## config.mk

```make
export PLATFORM = sky130hd
export DESIGN_NAME = life_rule_stencil_stream
export DESIGN_NICKNAME = d
export VERILOG_FILES = /design/src/sv/lrss_pkg.sv /design/src/sv/lrss_line_mem.sv /design/src/sv/lrss_pos.sv /design/src/sv/lrss_window.sv /design/src/sv/life_rule_stencil_stream.sv
export SDC_FILE = /design/constraint.sdc
export NUM_CORES = 1
export LEC_CHECK = 0
export ABC_AREA = 1
export BUFFER_PORTS_ARGS = -buffer_cell sky130_fd_sc_hd__buf_2
export CORE_MARGIN = 3
export CORE_UTILIZATION = 35
export DETAILED_ROUTE_END_ITERATION = 8
export SYNTH_ARGS = -nofsm -noshare
export SYNTH_HDL_FRONTEND = slang
export SYNTH_SLANG_ARGS = --single-unit
```

## constraint.sdc

```tcl
create_clock -name clock -period 6.3 [get_ports clock]
set_input_delay 0.63 -clock clock [delete_from_list [all_inputs] [get_ports clock]]
set_output_delay 0.63 -clock clock [all_outputs]
set_load 0.005 [all_outputs]
```

## src/sv/lrss_pkg.sv

```systemverilog
// Shared types and constants for the life rule stencil stream block.
package lrss_pkg;

   localparam int CFG_WIDTH = 9;
   localparam int POS_OUT_WIDTH = 8;
   localparam int DEF_MAX_COLS = 256;
   localparam int DEF_MAX_ROWS = 256;
   localparam logic [CFG_WIDTH-1:0] DIM_RESET = 9'd256;

   typedef enum logic [0:0] {
      CSR_ROWS_IN_USE = 1'b0,
      CSR_COLS_IN_USE = 1'b1
   } csr_index_type;

   typedef struct packed {
      logic cell_alive;
      logic frame_start;
   } req_item_type;

   typedef struct packed {
      logic                     next_alive;
      logic [POS_OUT_WIDTH-1:0] cell_row;
      logic [POS_OUT_WIDTH-1:0] cell_col;
      logic                     frame_last;
   } rsp_item_type;

   typedef struct packed {
      logic two_above;
      logic one_above;
   } line_pair_type;

endpackage

```

## src/sv/lrss_line_mem.sv

```systemverilog
// Line store memory: both rows above share one entry per padded column.
module lrss_line_mem #(
   parameter int DEPTH = 258,
   parameter int AW = 9
) (
   input  logic                   clock,
   input  logic                   wr_en,
   input  logic [AW-1:0]          wr_addr,
   input  lrss_pkg::line_pair_type wr_data,
   input  logic                   rd_en,
   input  logic [AW-1:0]          rd_addr,
   output lrss_pkg::line_pair_type rd_data
);
   import lrss_pkg::*;

   line_pair_type mem_ff [DEPTH];
   line_pair_type rd_data_ff;

   always_ff @(posedge clock) begin
      if (wr_en) begin
         mem_ff[wr_addr] <= wr_data;
      end
   end

   always_ff @(posedge clock) begin
      if (rd_en) begin
         rd_data_ff <= mem_ff[rd_addr];
      end
   end

   assign rd_data = rd_data_ff;

endmodule

```

## src/sv/lrss_pos.sv

```systemverilog
// Padded raster position tracker with frame start and wrap handling.
module lrss_pos #(
   parameter int CW = 9,
   parameter int RW = 9
) (
   input  logic          clock,
   input  logic          reset,
   input  logic          advance,
   input  logic          frame_start,
   input  logic [CW-1:0] pw,
   input  logic [RW-1:0] ph,
   output logic [RW-1:0] cur_row,
   output logic [CW-1:0] cur_col,
   output logic          emit,
   output logic          last
);
   import lrss_pkg::*;

   logic [RW-1:0] row_ff, row_in;
   logic [CW-1:0] col_ff, col_in;
   logic [RW-1:0] r0;
   logic [CW-1:0] c0;

   always_comb begin
      r0 = frame_start ? '0 : row_ff;
      c0 = frame_start ? '0 : col_ff;
      if (c0 >= pw) begin
         c0 = '0;
         r0 = r0 + RW'(1);
      end
      if (r0 >= ph) begin
         r0 = '0;
      end
      row_in = r0;
      col_in = c0 + CW'(1);
      if (col_in >= pw) begin
         col_in = '0;
         row_in = r0 + RW'(1);
         if (row_in >= ph) begin
            row_in = '0;
         end
      end
   end

   assign cur_row = r0;
   assign cur_col = c0;
   assign emit = (r0 >= RW'(2)) && (c0 >= CW'(2));
   assign last = (r0 == ph - RW'(1)) && (c0 == pw - CW'(1));

   always_ff @(posedge clock) begin
      if (reset) begin
         row_ff <= '0;
         col_ff <= '0;
      end else if (advance) begin
         row_ff <= row_in;
         col_ff <= col_in;
      end
   end

endmodule

```

## src/sv/lrss_window.sv

```systemverilog
// Three by three window shift register and the B3/S23 rule.
module lrss_window (
   input  logic                    clock,
   input  logic                    reset,
   input  logic                    fire,
   input  lrss_pkg::line_pair_type above,
   input  logic                    cur_cell,
   output logic                    next_alive
);
   import lrss_pkg::*;

   logic [8:0] window_ff, window_in;
   logic [3:0] total;
   logic [3:0] neighbors;
   logic       center;

   always_comb begin
      window_in = {cur_cell, above.one_above, above.two_above, window_ff[8:3]};
      total = '0;
      for (int i = 0; i < 9; i++) begin
         total = total + 4'(window_in[i]);
      end
      center = window_in[4];
      neighbors = total - 4'(center);
      if (center) begin
         next_alive = (neighbors == 4'd2) || (neighbors == 4'd3);
      end else begin
         next_alive = (neighbors == 4'd3);
      end
   end

   always_ff @(posedge clock) begin
      if (reset) begin
         window_ff <= '0;
      end else if (fire) begin
         window_ff <= window_in;
      end
   end

endmodule

```

## src/sv/life_rule_stencil_stream.sv

```systemverilog
// Top level of the life rule stencil stream block.
//
// Computes one B3/S23 generation over a halo-padded grid that arrives on the
// req channel one cell per item in raster order, (rows+2) by (cols+2) cells.
// Each item whose padded position completes the neighborhood of an interior
// cell gives one rsp item with that cell's next state, its interior row and
// column, and frame_last on the final interior cell. Other items give none.
// The csr channel writes rows_in_use and cols_in_use; it is always ready and
// should be used only while the block is idle.
// An accepted item passes from the read stage registers into the rsp output
// register, which drives rsp_valid and rsp_item.
// Throughput: one item per cycle while rsp is not stalled, set by the single
// line store memory, read for one item while the previous item writes back.
// When rsp_stall holds a result, the one item behind it waits in the read
// stage and req_stall rises until the result is taken.
// Reset clears the position, the window, the registers to 256 by 256 and all
// valid flags. The line stores are not cleared; an entry read before its
// first write only feeds the halo rows at the top of a frame.
module life_rule_stencil_stream #(
   parameter int MAX_COLS = lrss_pkg::DEF_MAX_COLS,
   parameter int MAX_ROWS = lrss_pkg::DEF_MAX_ROWS
) (
   input  logic                                clock,
   input  logic                                reset,
   input  logic                                req_valid,
   output logic                                req_stall,
   input  lrss_pkg::req_item_type              req_item,
   output logic                                rsp_valid,
   input  logic                                rsp_stall,
   output lrss_pkg::rsp_item_type              rsp_item,
   input  logic                                csr_valid,
   output logic                                csr_ready,
   input  lrss_pkg::csr_index_type             csr_index,
   input  logic [lrss_pkg::CFG_WIDTH-1:0]      csr_data
);
   import lrss_pkg::*;

   localparam int DEPTH = MAX_COLS + 2;
   localparam int AW = $clog2(MAX_COLS + 2);
   localparam int CW = $clog2(MAX_COLS + 3);
   localparam int RW = $clog2(MAX_ROWS + 3);

   logic [CFG_WIDTH-1:0] rows_ff;
   logic [CFG_WIDTH-1:0] cols_ff;
   logic [CW-1:0]        cols_eff;
   logic [RW-1:0]        rows_eff;
   logic [CW-1:0]        pw;
   logic [RW-1:0]        ph;

   logic          accept;
   logic          out_free;
   logic          s1_fire;
   logic [RW-1:0] cur_row;
   logic [CW-1:0] cur_col;
   logic          cur_emit;
   logic          cur_last;

   logic          s1_valid_ff;
   logic          s1_cell_ff;
   logic [RW-1:0] s1_row_ff;
   logic [CW-1:0] s1_col_ff;
   logic          s1_emit_ff;
   logic          s1_last_ff;
   logic          fwd_ff;
   line_pair_type fwd_data_ff;

   line_pair_type mem_rd;
   line_pair_type above;
   line_pair_type wr_data;
   logic          next_alive;

   logic          rsp_valid_ff;
   rsp_item_type  rsp_item_ff;
   rsp_item_type  rsp_item_in;

   assign csr_ready = 1'b1;

   always_ff @(posedge clock) begin
      if (reset) begin
         rows_ff <= DIM_RESET;
         cols_ff <= DIM_RESET;
      end else if (csr_valid && csr_ready) begin
         unique case (csr_index)
            CSR_ROWS_IN_USE: rows_ff <= csr_data;
            CSR_COLS_IN_USE: cols_ff <= csr_data;
            default: ;
         endcase
      end
   end

   always_comb begin
      if (cols_ff == '0) begin
         cols_eff = CW'(1);
      end else if (32'(cols_ff) > MAX_COLS) begin
         cols_eff = CW'(MAX_COLS);
      end else begin
         cols_eff = CW'(cols_ff);
      end
      if (rows_ff == '0) begin
         rows_eff = RW'(1);
      end else if (32'(rows_ff) > MAX_ROWS) begin
         rows_eff = RW'(MAX_ROWS);
      end else begin
         rows_eff = RW'(rows_ff);
      end
   end

   assign pw = cols_eff + CW'(2);
   assign ph = rows_eff + RW'(2);

   assign out_free = !rsp_valid_ff || !rsp_stall;
   assign s1_fire = s1_valid_ff && out_free;
   assign req_stall = s1_valid_ff && !out_free;
   assign accept = req_valid && !req_stall;

   lrss_pos #(
      .CW(CW),
      .RW(RW)
   ) u_pos (
      .clock      (clock),
      .reset      (reset),
      .advance    (accept),
      .frame_start(req_item.frame_start),
      .pw         (pw),
      .ph         (ph),
      .cur_row    (cur_row),
      .cur_col    (cur_col),
      .emit       (cur_emit),
      .last       (cur_last)
   );

   lrss_line_mem #(
      .DEPTH(DEPTH),
      .AW   (AW)
   ) u_line_mem (
      .clock  (clock),
      .wr_en  (s1_fire),
      .wr_addr(s1_col_ff[AW-1:0]),
      .wr_data(wr_data),
      .rd_en  (accept),
      .rd_addr(cur_col[AW-1:0]),
      .rd_data(mem_rd)
   );

   assign above = fwd_ff ? fwd_data_ff : mem_rd;
   assign wr_data.two_above = above.one_above;
   assign wr_data.one_above = s1_cell_ff;

   lrss_window u_window (
      .clock     (clock),
      .reset     (reset),
      .fire      (s1_fire),
      .above     (above),
      .cur_cell  (s1_cell_ff),
      .next_alive(next_alive)
   );

   always_ff @(posedge clock) begin
      if (reset) begin
         s1_valid_ff <= 1'b0;
         fwd_ff <= 1'b0;
      end else if (accept) begin
         s1_valid_ff <= 1'b1;
         fwd_ff <= s1_fire && (s1_col_ff == cur_col);
      end else if (s1_fire) begin
         s1_valid_ff <= 1'b0;
      end
   end

   always_ff @(posedge clock) begin
      if (accept) begin
         s1_cell_ff <= req_item.cell_alive;
         s1_row_ff <= cur_row;
         s1_col_ff <= cur_col;
         s1_emit_ff <= cur_emit;
         s1_last_ff <= cur_last;
         fwd_data_ff <= wr_data;
      end
   end

   always_comb begin
      rsp_item_in.next_alive = next_alive;
      rsp_item_in.cell_row = POS_OUT_WIDTH'(s1_row_ff - RW'(2));
      rsp_item_in.cell_col = POS_OUT_WIDTH'(s1_col_ff - CW'(2));
      rsp_item_in.frame_last = s1_last_ff;
   end

   always_ff @(posedge clock) begin
      if (reset) begin
         rsp_valid_ff <= 1'b0;
      end else if (out_free) begin
         rsp_valid_ff <= s1_valid_ff && s1_emit_ff;
      end
   end

   always_ff @(posedge clock) begin
      if (out_free) begin
         rsp_item_ff <= rsp_item_in;
      end
   end

   assign rsp_valid = rsp_valid_ff;
   assign rsp_item = rsp_item_ff;

`ifndef NO_ASSERTIONS
   a_stage_holds: assert property (@(posedge clock) disable iff (reset)
      s1_valid_ff && !out_free |=> s1_valid_ff && $stable(s1_col_ff))
      else $error("read stage lost its item while the output was stalled");

   a_pos_in_frame: assert property (@(posedge clock) disable iff (reset)
      req_valid |-> (cur_col < pw) && (cur_row < ph))
      else $error("position outside the padded frame");

   a_emit_interior: assert property (@(posedge clock) disable iff (reset)
      s1_valid_ff && s1_emit_ff |-> (s1_col_ff >= CW'(2)) && (s1_row_ff >= RW'(2)))
      else $error("result flagged for a halo cell");

   a_reset_quiet: assert property (@(posedge clock)
      reset |=> !rsp_valid_ff)
      else $error("result valid right after reset");
`endif

endmodule

```

==> run summary, run 1 <==
SYNTHESIS
----------------------------------------------------------------------------------------
Cell type contributing the most total cell area after synthesis             sky130_fd_sc_hd__edfxtp_1
Synthesized netlist net count                                                       3241
Post-synthesis sequential area ratio                                              60.01%
Area contributors post-synth                                                sky130_fd_sc_hd__edfxtp_1 (57%), sky130_fd_sc_hd__nand2_1 (8.6%), sky130_fd_sc_hd__nor2_1 (6.6%), sky130_fd_sc_hd__nand3_1 (5.6%), sky130_fd_sc_hd__inv_1 (4.9%)
Count of cell types in the netlist                                                    54
Post-synth top area share                                                         56.95%
Average cell area after synthesis                                              9.284 um2
Synth Flop Type                                                             sky130_fd_sc_hd__edfxtp_1
Cell count after synthesis                                                          3169
Number of storage elements in the synthesis netlist                                  603
FFs w/ async S/R, synth                                                               0%
Most common cell in the netlist                                             sky130_fd_sc_hd__nand2_1
Total standard cell area after synthesis                                       29420 um2
Most numerous cell types in the synthesized netlist                         sky130_fd_sc_hd__nand2_1 (674), sky130_fd_sc_hd__edfxtp_1 (558), sky130_fd_sc_hd__nor2_1 (521)
Yosys Warn Count                                                                       0
Number of flops mapped to enable cells by yosys                                      558

GRT
----------------------------------------------------------------------------------------
Overflow after GRT                                                                     0
Global routing usage on met2                                                      30.86%
Antenna violations before repair                                                       0
Number of global-route vias before repair                                          20920
Maximum number of pins on one net before global-route repair                         169
Global routing met1 resource utilization                                          24.25%
Global-route usage over all layers                                                18.36%
First-pass GRT wire length                                                     123300 um
Global Route met3 Usage                                                           2.913%
Gr busiest metal                                                                    met2

ROUTE
----------------------------------------------------------------------------------------
Routed WL per cell                                                              18.68 um
Post-detailed-routing wire length                                               80520 um
Post-DR vias/cell                                                                  5.089
Antenna-violating nets left                                                            0
Via count of the routed design                                                     21940
DRC violation count after routing                                                      0
Number of search-and-repair iterations in the first detailed-routing pass              5
1st-iter DRT viols                                                                  2127

FINAL LAYOUT
----------------------------------------------------------------------------------------
Layout Area Growth over Synthesis                                                 13.68%
Post-route design area                                                         33450 um2
Fraction of final layout cells with drive strength greater than 1                 9.411%
Count of antenna diodes in the layout                                                  0
Layout net count                                                                    3258

STA
----------------------------------------------------------------------------------------
Final min period                                                                5.849 ns
Fmax achieved                                                                  171.0 MHz
Worst hold slack                                                               0.2001 ns
Final hold vios                                                                        0
Tightest slew margin relative to the limit                                        24.00%
Maximum clock skew at final layout                                            0.02438 ns
Tightest Pin Transition                                                         1.140 ns
Final setup viols                                                                      0
Max Slew Vio Count                                                                     0
Final worst-path cycle share                                                      92.85%

FLOORPLANNING
----------------------------------------------------------------------------------------
Effective utilization at floorplan                                                35.60%
Count of boundary I/O pins                                                            38
Standard cell core area                                                        82640 um2
Height of the die                                                               295.9 um
Std cell rows                                                                        105
Die boundary width                                                              295.9 um
Area enclosed by the die boundary                                              87580 um2

SETUP PATH
----------------------------------------------------------------------------------------
Top Family by Delay on Critical Path                                        simple AND/OR/NAND/NOR gates
Sort of element at the start of the critical path                               register
Delay contributed by the slowest stage of the critical path                      0.34 ns
Worst path required time                                                         6.83 ns
Nature of the critical path endpoint                                            register
Category of the most critical setup path                                      reg -> reg
Cell repeated most along the worst path                                     sky130_fd_sc_hd__nand2_1
Critical-path maximum fanout                                                           7
Signal arrival time at the worst endpoint                                        6.38 ns
Worst path slowest cell                                                     sky130_fd_sc_hd__dfxtp_2
Combined buffer and inverter count along the critical path                             5

PLACE
----------------------------------------------------------------------------------------
Detailed placer's ending HPWL                                                   46000 um
Number of buffers added on ports                                                      36
Area of placed instances                                                       30880 um2
Placer Congestion                                                                 0.8774

POWER AND IR DROP
----------------------------------------------------------------------------------------
Worst IR drop on VDD                                                           0.1692 mV
Static leakage power                                                            13.43 nW
Total power density per cell area                                           272.5 nW/um2

CLOCK NETWORK
----------------------------------------------------------------------------------------
Clock tree root buffer cell                                                 sky130_fd_sc_hd__clkbuf_16
Clock latency reported for the late side of the worst-skew pair                  0.62 ns
Maximum level of the CTS H-tree                                                        3
Count of hold-fix buffers inserted at cts                                              0
Number of buffers created by CTS                                                      68
Num Clock Sinks                                                                      603
Clock transition at the registers of the reported paths                          0.06 ns
CTS Buffer Depth                                                                       3
TritonCTS clock tree                                                               built

MIN PATH
----------------------------------------------------------------------------------------
Kind of path behind the tightest hold check                                    in -> reg

RUN STATUS
----------------------------------------------------------------------------------------
Status                                                                      complete, no violations

FLOW RUN
----------------------------------------------------------------------------------------
Number of maximum-capacitance constraint violations                                    0

-- state kept, by name (all words and copies together) (netlist names), 2 cells and up --
| signal | flops |
|---|---|
| u_window.window_ff | 6 |
| u_pos.row_ff | 9 |
| u_line_mem.mem_ff | 516 |
| rsp_item | 18 |
| u_line_mem.rd_data | 2 |
| s1_col_ff | 9 |
| cols_ff | 9 |
| s1_row_ff | 8 |
| rows_ff | 9 |
| fwd_data_ff | 2 |
| u_pos.col_ff | 9 |
-- per-layer routing --
layer / vias to the layer above / part of all wire, %
met5: - / 0
met3: 148 / 7.4
li1: 10550 / -
met1: 10480 / 42
met4: 0 / 2.8
met2: 760 / 48
-- timing repair --
action                                  in CTS  in global routing
hold endpoints to repair                     0                  0
resized for setup                            0                 37
endpoints found under the setup margin       0                  9
buffers inserted                             0                  4
-- worst reg2reg max path, delay by kind of cell, from the launching register on --
kind | cells | cell delay, ns
adders and majority gates | 4 | 1.01
DFF | 1 | 0.34
and+or+nand+nor | 24 | 2.05
buffers and inverters | 5 | 0.45
AOI/OAI and AO/OA | 11 | 1.49
xor gates and xnor gates | 3 | 0.48
-- placed cells by master, fill, tap and decap left out, types with 4 or more instances in the layout --
master,n
sky130_fd_sc_hd__a21oi_1,74
sky130_fd_sc_hd__ha_4,7
sky130_fd_sc_hd__xor2_1,32
sky130_fd_sc_hd__nor2_1,516
sky130_fd_sc_hd__nor2_2,9
sky130_fd_sc_hd__ha_1,44
sky130_fd_sc_hd__fa_1,4
sky130_fd_sc_hd__o211ai_1,20
sky130_fd_sc_hd__nor3_1,13
sky130_fd_sc_hd__inv_2,13
sky130_fd_sc_hd__nand2_2,8
sky130_fd_sc_hd__buf_12,4
sky130_fd_sc_hd__inv_1,381
sky130_fd_sc_hd__buf_4,69
sky130_fd_sc_hd__edfxtp_1,558
sky130_fd_sc_hd__nand2_1,667
sky130_fd_sc_hd__nor2_4,9
sky130_fd_sc_hd__o22ai_1,7
sky130_fd_sc_hd__clkbuf_16,70
sky130_fd_sc_hd__nand3_1,325
sky130_fd_sc_hd__nor4_1,5
sky130_fd_sc_hd__buf_2,36
sky130_fd_sc_hd__o21ai_1,7
sky130_fd_sc_hd__o21bai_1,10
sky130_fd_sc_hd__clkbuf_1,13
sky130_fd_sc_hd__nand4_1,101
sky130_fd_sc_hd__clkinv_2,14
sky130_fd_sc_hd__bufinv_16,10
sky130_fd_sc_hd__clkinv_1,10
sky130_fd_sc_hd__dfxtp_1,41
sky130_fd_sc_hd__o21ai_0,78
sky130_fd_sc_hd__or2_2,14
sky130_fd_sc_hd__xnor2_1,12
sky130_fd_sc_hd__nand2_4,5
-- area by class of cell --
class	instances	area (um2)
Sequential cell	603	17660
Inverter	401	1520
Tap cell	1070	1339
Fill cell	8018	49190
Clock buffer	86	1842
Multi-Input combinational cell	2002	9772
Clock inverter	39	521.8
Timing Repair Buffer	110	789.5
-- report_power, final --
part,switching [mW],internal [mW]
logic,0.373,0.154
clock network,1.65,2.51
registers,0.0197,4.41
total,2.04,7.07
-- cells by family (layout without fill, tap and decap cells) --
logic type | after synthesis | count (layout) | share of synthesized area, %
other | 1 | 1 | 0.01275
XOR/XNOR | 48 | 48 | 1.493
buffers and inverters | 564 | 636 | 7.510
flip-flops | 603 | 603 | 60.01
AO/OA/AOI/OAI | 213 | 213 | 4.070
adder cells (fa/ha/maj) | 55 | 55 | 2.441
multiplexers | 1 | 1 | 0.03827
AND/OR/NAND/NOR | 1684 | 1684 | 24.42
-- path summary, 6_finish.rpt --
kind | start | to | slack (ns) | cells past startpoint
worst min-delay path | req_item[1] | s1_cell_ff | 0.20 | 1
worst max register to register | cols_ff[3] | u_pos.row_ff[3] | 0.45 | 47
worst max-delay path | cols_ff[3] | u_pos.row_ff[3] | 0.45 | 47
worst min register to register | s1_last_ff | rsp_item[0] | 0.42 | 0
-- metrics by stage --
| stage | setup TNS (ns) | power [mW] | worst slack, ns | utilization (%) | instances |
|---|---|---|---|---|---|
| floorplan | 0 | 4.865 | 0.02680 | - | 3169 |
| global placement | 0 | 5.030 | 0.2018 | 37.37 | 4182 |
| detailed placement | 0 | 5.035 | 0.1436 | 37.37 | 4182 |
| CTS | 0 | 9.169 | 0.08339 | 40.23 | 4307 |
| global route | -0.08628 | 9.408 | -0.02989 | 40.48 | 4311 |
| finish | 0 | 9.116 | 0.4507 | 40.48 | 4311 |
No activity file was read; power rests on OpenSTA's default activity.
==> run 2: changes to the inputs <==
--- a/config.mk
+++ b/config.mk
@@ -10,6 +10,7 @@
 export CORE_MARGIN = 3
 export CORE_UTILIZATION = 35
 export DETAILED_ROUTE_END_ITERATION = 8
+export MAX_ROUTING_LAYER = met4
 export SYNTH_ARGS = -nofsm -noshare
 export SYNTH_HDL_FRONTEND = slang
 export SYNTH_SLANG_ARGS = --single-unit
==> constraint.sdc (replaced) <==
create_clock -name clock -period 5.77 [get_ports clock]
set_input_delay 0.577 -clock clock [delete_from_list [all_inputs] [get_ports clock]]
set_output_delay 0.577 -clock clock [all_outputs]
set_load 0.02 [all_outputs]
==> run 2 against run 1 <==
The run now ends with negative setup slack left. Clock power rose by 1%. Non-clock buffer count grew 40. Combinational power is 14% higher. Count of clock-buffer cells in the layout decreased by 1. Worst setup slack got worse by 0.48 ns. Critical path type unchanged. Critical endpoint unchanged.
==> run summary, run 2 (synthesized netlist as in run 1, its figures left out) <==
FLOORPLANNING
----------------------------------------------------------------------------------------
Count of boundary I/O pins                                                            38
Die boundary width                                                              295.9 um
Area enclosed by the die boundary                                              87580 um2
Effective utilization at floorplan                                                35.60%
Std cell rows                                                                        105
Standard cell core area                                                        82640 um2
Height of the die                                                               295.9 um

CLOCK NETWORK
----------------------------------------------------------------------------------------
Clock latency reported for the late side of the worst-skew pair                  0.62 ns
Count of hold-fix buffers inserted at cts                                              0
Clock tree root buffer cell                                                 sky130_fd_sc_hd__clkbuf_16
Clock transition at the registers of the reported paths                          0.06 ns
TritonCTS clock tree                                                               built
CTS Buffer Depth                                                                       3
Num Clock Sinks                                                                      603
Number of buffers created by CTS                                                      68
Maximum level of the CTS H-tree                                                        3

ROUTE
----------------------------------------------------------------------------------------
Routed WL per cell                                                              18.40 um
Number of search-and-repair iterations in the first detailed-routing pass              5
Post-detailed-routing wire length                                               79980 um
1st-iter DRT viols                                                                  1917
Post-DR vias/cell                                                                  5.022
Via count of the routed design                                                     21830
Antenna-violating nets left                                                            0
DRC violation count after routing                                                      0

FINAL LAYOUT
----------------------------------------------------------------------------------------
Layout net count                                                                    3298
Post-route design area                                                         33620 um2
Register containing the most flip-flops in the final layout                 u_line_mem.mem_ff
Commonest non-fill, non-tap cells in the layout                             sky130_fd_sc_hd__nand2_1 (661), sky130_fd_sc_hd__edfxtp_1 (558), sky130_fd_sc_hd__nor2_1 (517), sky130_fd_sc_hd__inv_1 (376), sky130_fd_sc_hd__nand3_1 (324)
Fillcell total                                                                      8018
Layout Area Growth over Synthesis                                                 14.28%
Count of antenna diodes in the layout                                                  0
Fraction of final layout cells with drive strength greater than 1                 10.77%
Most common library cell in the layout ignoring fill and taps               sky130_fd_sc_hd__nand2_1
Number of flip-flops in the largest register                                         516

STA
----------------------------------------------------------------------------------------
Final min period                                                                5.795 ns
Fmax achieved                                                                  172.6 MHz
Final worst-path cycle share                                                      100.4%
Tightest slew margin relative to the limit                                        24.17%
Final Worst Setup Slack                                                      -0.02498 ns
Tightest Pin Transition                                                         1.137 ns
RSZ-0062 raised after global routing                                                true
Total negative slack for setup checks                                        -0.04275 ns
Max Slew Vio Count                                                                     0
Final hold vios                                                                        0
Final setup viols                                                                      2
Maximum clock skew at final layout                                            0.02488 ns

SETUP PATH
----------------------------------------------------------------------------------------
Worst reg-to-reg setup slack                                                    -0.02 ns
Number of cells on the worst reg-to-reg path                                          48
Top Family by Delay on Critical Path                                        simple AND/OR/NAND/NOR gates
Delay contributed by the slowest stage of the critical path                      0.33 ns
Reg-to-Reg End                                                              u_pos.row_ff[3]
Worst path slowest cell                                                     sky130_fd_sc_hd__dfxtp_2
Signal arrival time at the worst endpoint                                        6.33 ns
Cell repeated most along the worst path                                     sky130_fd_sc_hd__nand2_1
Launch point of the worst path                                                cols_ff[2]
Beginning of the worst register-to-register path                              cols_ff[2]
WP depth                                                                              48
Combined buffer and inverter count along the critical path                             7
Sort of element at the start of the critical path                               register
Last element of the critical path                                           u_pos.row_ff[3]
Category of the most critical setup path                                      reg -> reg
Nature of the critical path endpoint                                            register
Worst path required time                                                         6.30 ns
Critical-path maximum fanout                                                           8

GRT
----------------------------------------------------------------------------------------
Antenna violations before repair                                                       0
Global-route usage over all layers                                                18.67%
Maximum number of pins on one net before global-route repair                         169
Overflow after GRT                                                                     0
First-pass GRT wire length                                                     121100 um
Number of global-route vias before repair                                          20390

POWER AND IR DROP
----------------------------------------------------------------------------------------
Combinational power share                                                           6.2%
Sw frac                                                                           22.58%
Switch Pwr                                                                      2.180 mW
Total power density per cell area                                           287.1 nW/um2
Static leakage power                                                            13.52 nW
Worst IR drop on VDD                                                           0.1726 mV
Share of power burned in the clock network                                         43.6%
Fraction of power consumed by sequential logic                                     50.2%
P_int                                                                           7.473 mW

RUN STATUS
----------------------------------------------------------------------------------------
Failing checks                                                              negative setup slack
Status                                                                      finished with violations

MIN PATH
----------------------------------------------------------------------------------------
Kind of path behind the tightest hold check                                    in -> reg
Worst Hold Launch                                                            req_item[1]

PLACE
----------------------------------------------------------------------------------------
Worst slack after detailed placement                                         -0.03628 ns
Placer Congestion                                                                 0.8676
Area of placed instances                                                       31230 um2
Number of buffers added on ports                                                      36
Detailed placer's ending HPWL                                                   46180 um

FLOW RUN
----------------------------------------------------------------------------------------
Number of maximum-capacitance constraint violations                                    0

run 2: cell count changes in the layout (fill, tap and decap cells not counted), sizes merged:
cell,delta
clkinv,-3
clkbuf,-1
inv,+4
bufinv,-4
buf,+40
run 2: worst register-to-register path: cells and delay by family, from the launching register on:
| kind | cells | cell delay, ns |
|---|---|---|
| fa+ha+maj | 4 | 0.91 |
| xor+xnor | 2 | 0.30 |
| compound gates | 11 | 1.50 |
| simple gates | 24 | 2.03 |
| flops | 1 | 0.33 |
| buf+inv | 7 | 0.67 |
run 2: power groups by stage:
stage	sequential (mW)	clock, mW	combinational, mW
after CTS	4.84	4.28	0.590
final	4.84	4.21	0.603
after detailed placement	4.93	0	0.587
after floorplan	4.97	0	0.362
after global routing	4.84	4.46	0.676
after global placement	4.93	0	0.585
run 2: repair_timing:
action | 4_1_cts | 5_1_grt
resized for setup | 2 | 47
endpoints found under the setup margin | 5 | 12
pin swaps | 4 | 44
buffers inserted | 1 | 9
run 2: routing by layer:
metal	up-vias	wire length, um	GRT usage (%)
met5	-	0	-
met4	0	2352	6.074
met3	146	5875	3.318
met2	728	37820	30.04
met1	10340	33940	24.01
li1	10610	-	-
run 2: stage by stage:
stage | hold WS, ns | utilization (%) | instances | power [mW]
detailed placement | 0.4130 | 37.80 | 4216 | 5.520
CTS | 0.1318 | 40.40 | 4338 | 9.713
floorplan | 0.4003 | - | 3169 | 5.334
global route | 0.1390 | 40.69 | 4347 | 9.979
global placement | 0.4020 | 37.80 | 4216 | 5.518
finish | 0.1576 | 40.69 | 4347 | 9.653
run 2: area by class of cell:
| type | instances | area [um2] | share of cell area [%] |
|---|---|---|---|
| clock inverter | 36 | 350.3 | 1.042 |
| inverter | 401 | 1528 | 4.544 |
| tap | 1070 | 1339 | 3.982 |
| timing repair buffer | 150 | 1119 | 3.327 |
| multi-input combinational | 2002 | 9841 | 29.27 |
| clock buffer | 85 | 1787 | 5.314 |
| sequential | 603 | 17660 | 52.52 |
run 2: worst min path at each step:
stage	cells after the start	slack (ns)	to
2_1_floorplan	0	0.40	rsp_item[0]
3_3_place_gp	0	0.40	rsp_item[9]
3_5_place_dp	0	0.41	rsp_item[0]
4_1_cts	1	0.13	s1_cell_ff
5_1_grt	1	0.14	s1_cell_ff
6_report	1	0.16	s1_cell_ff
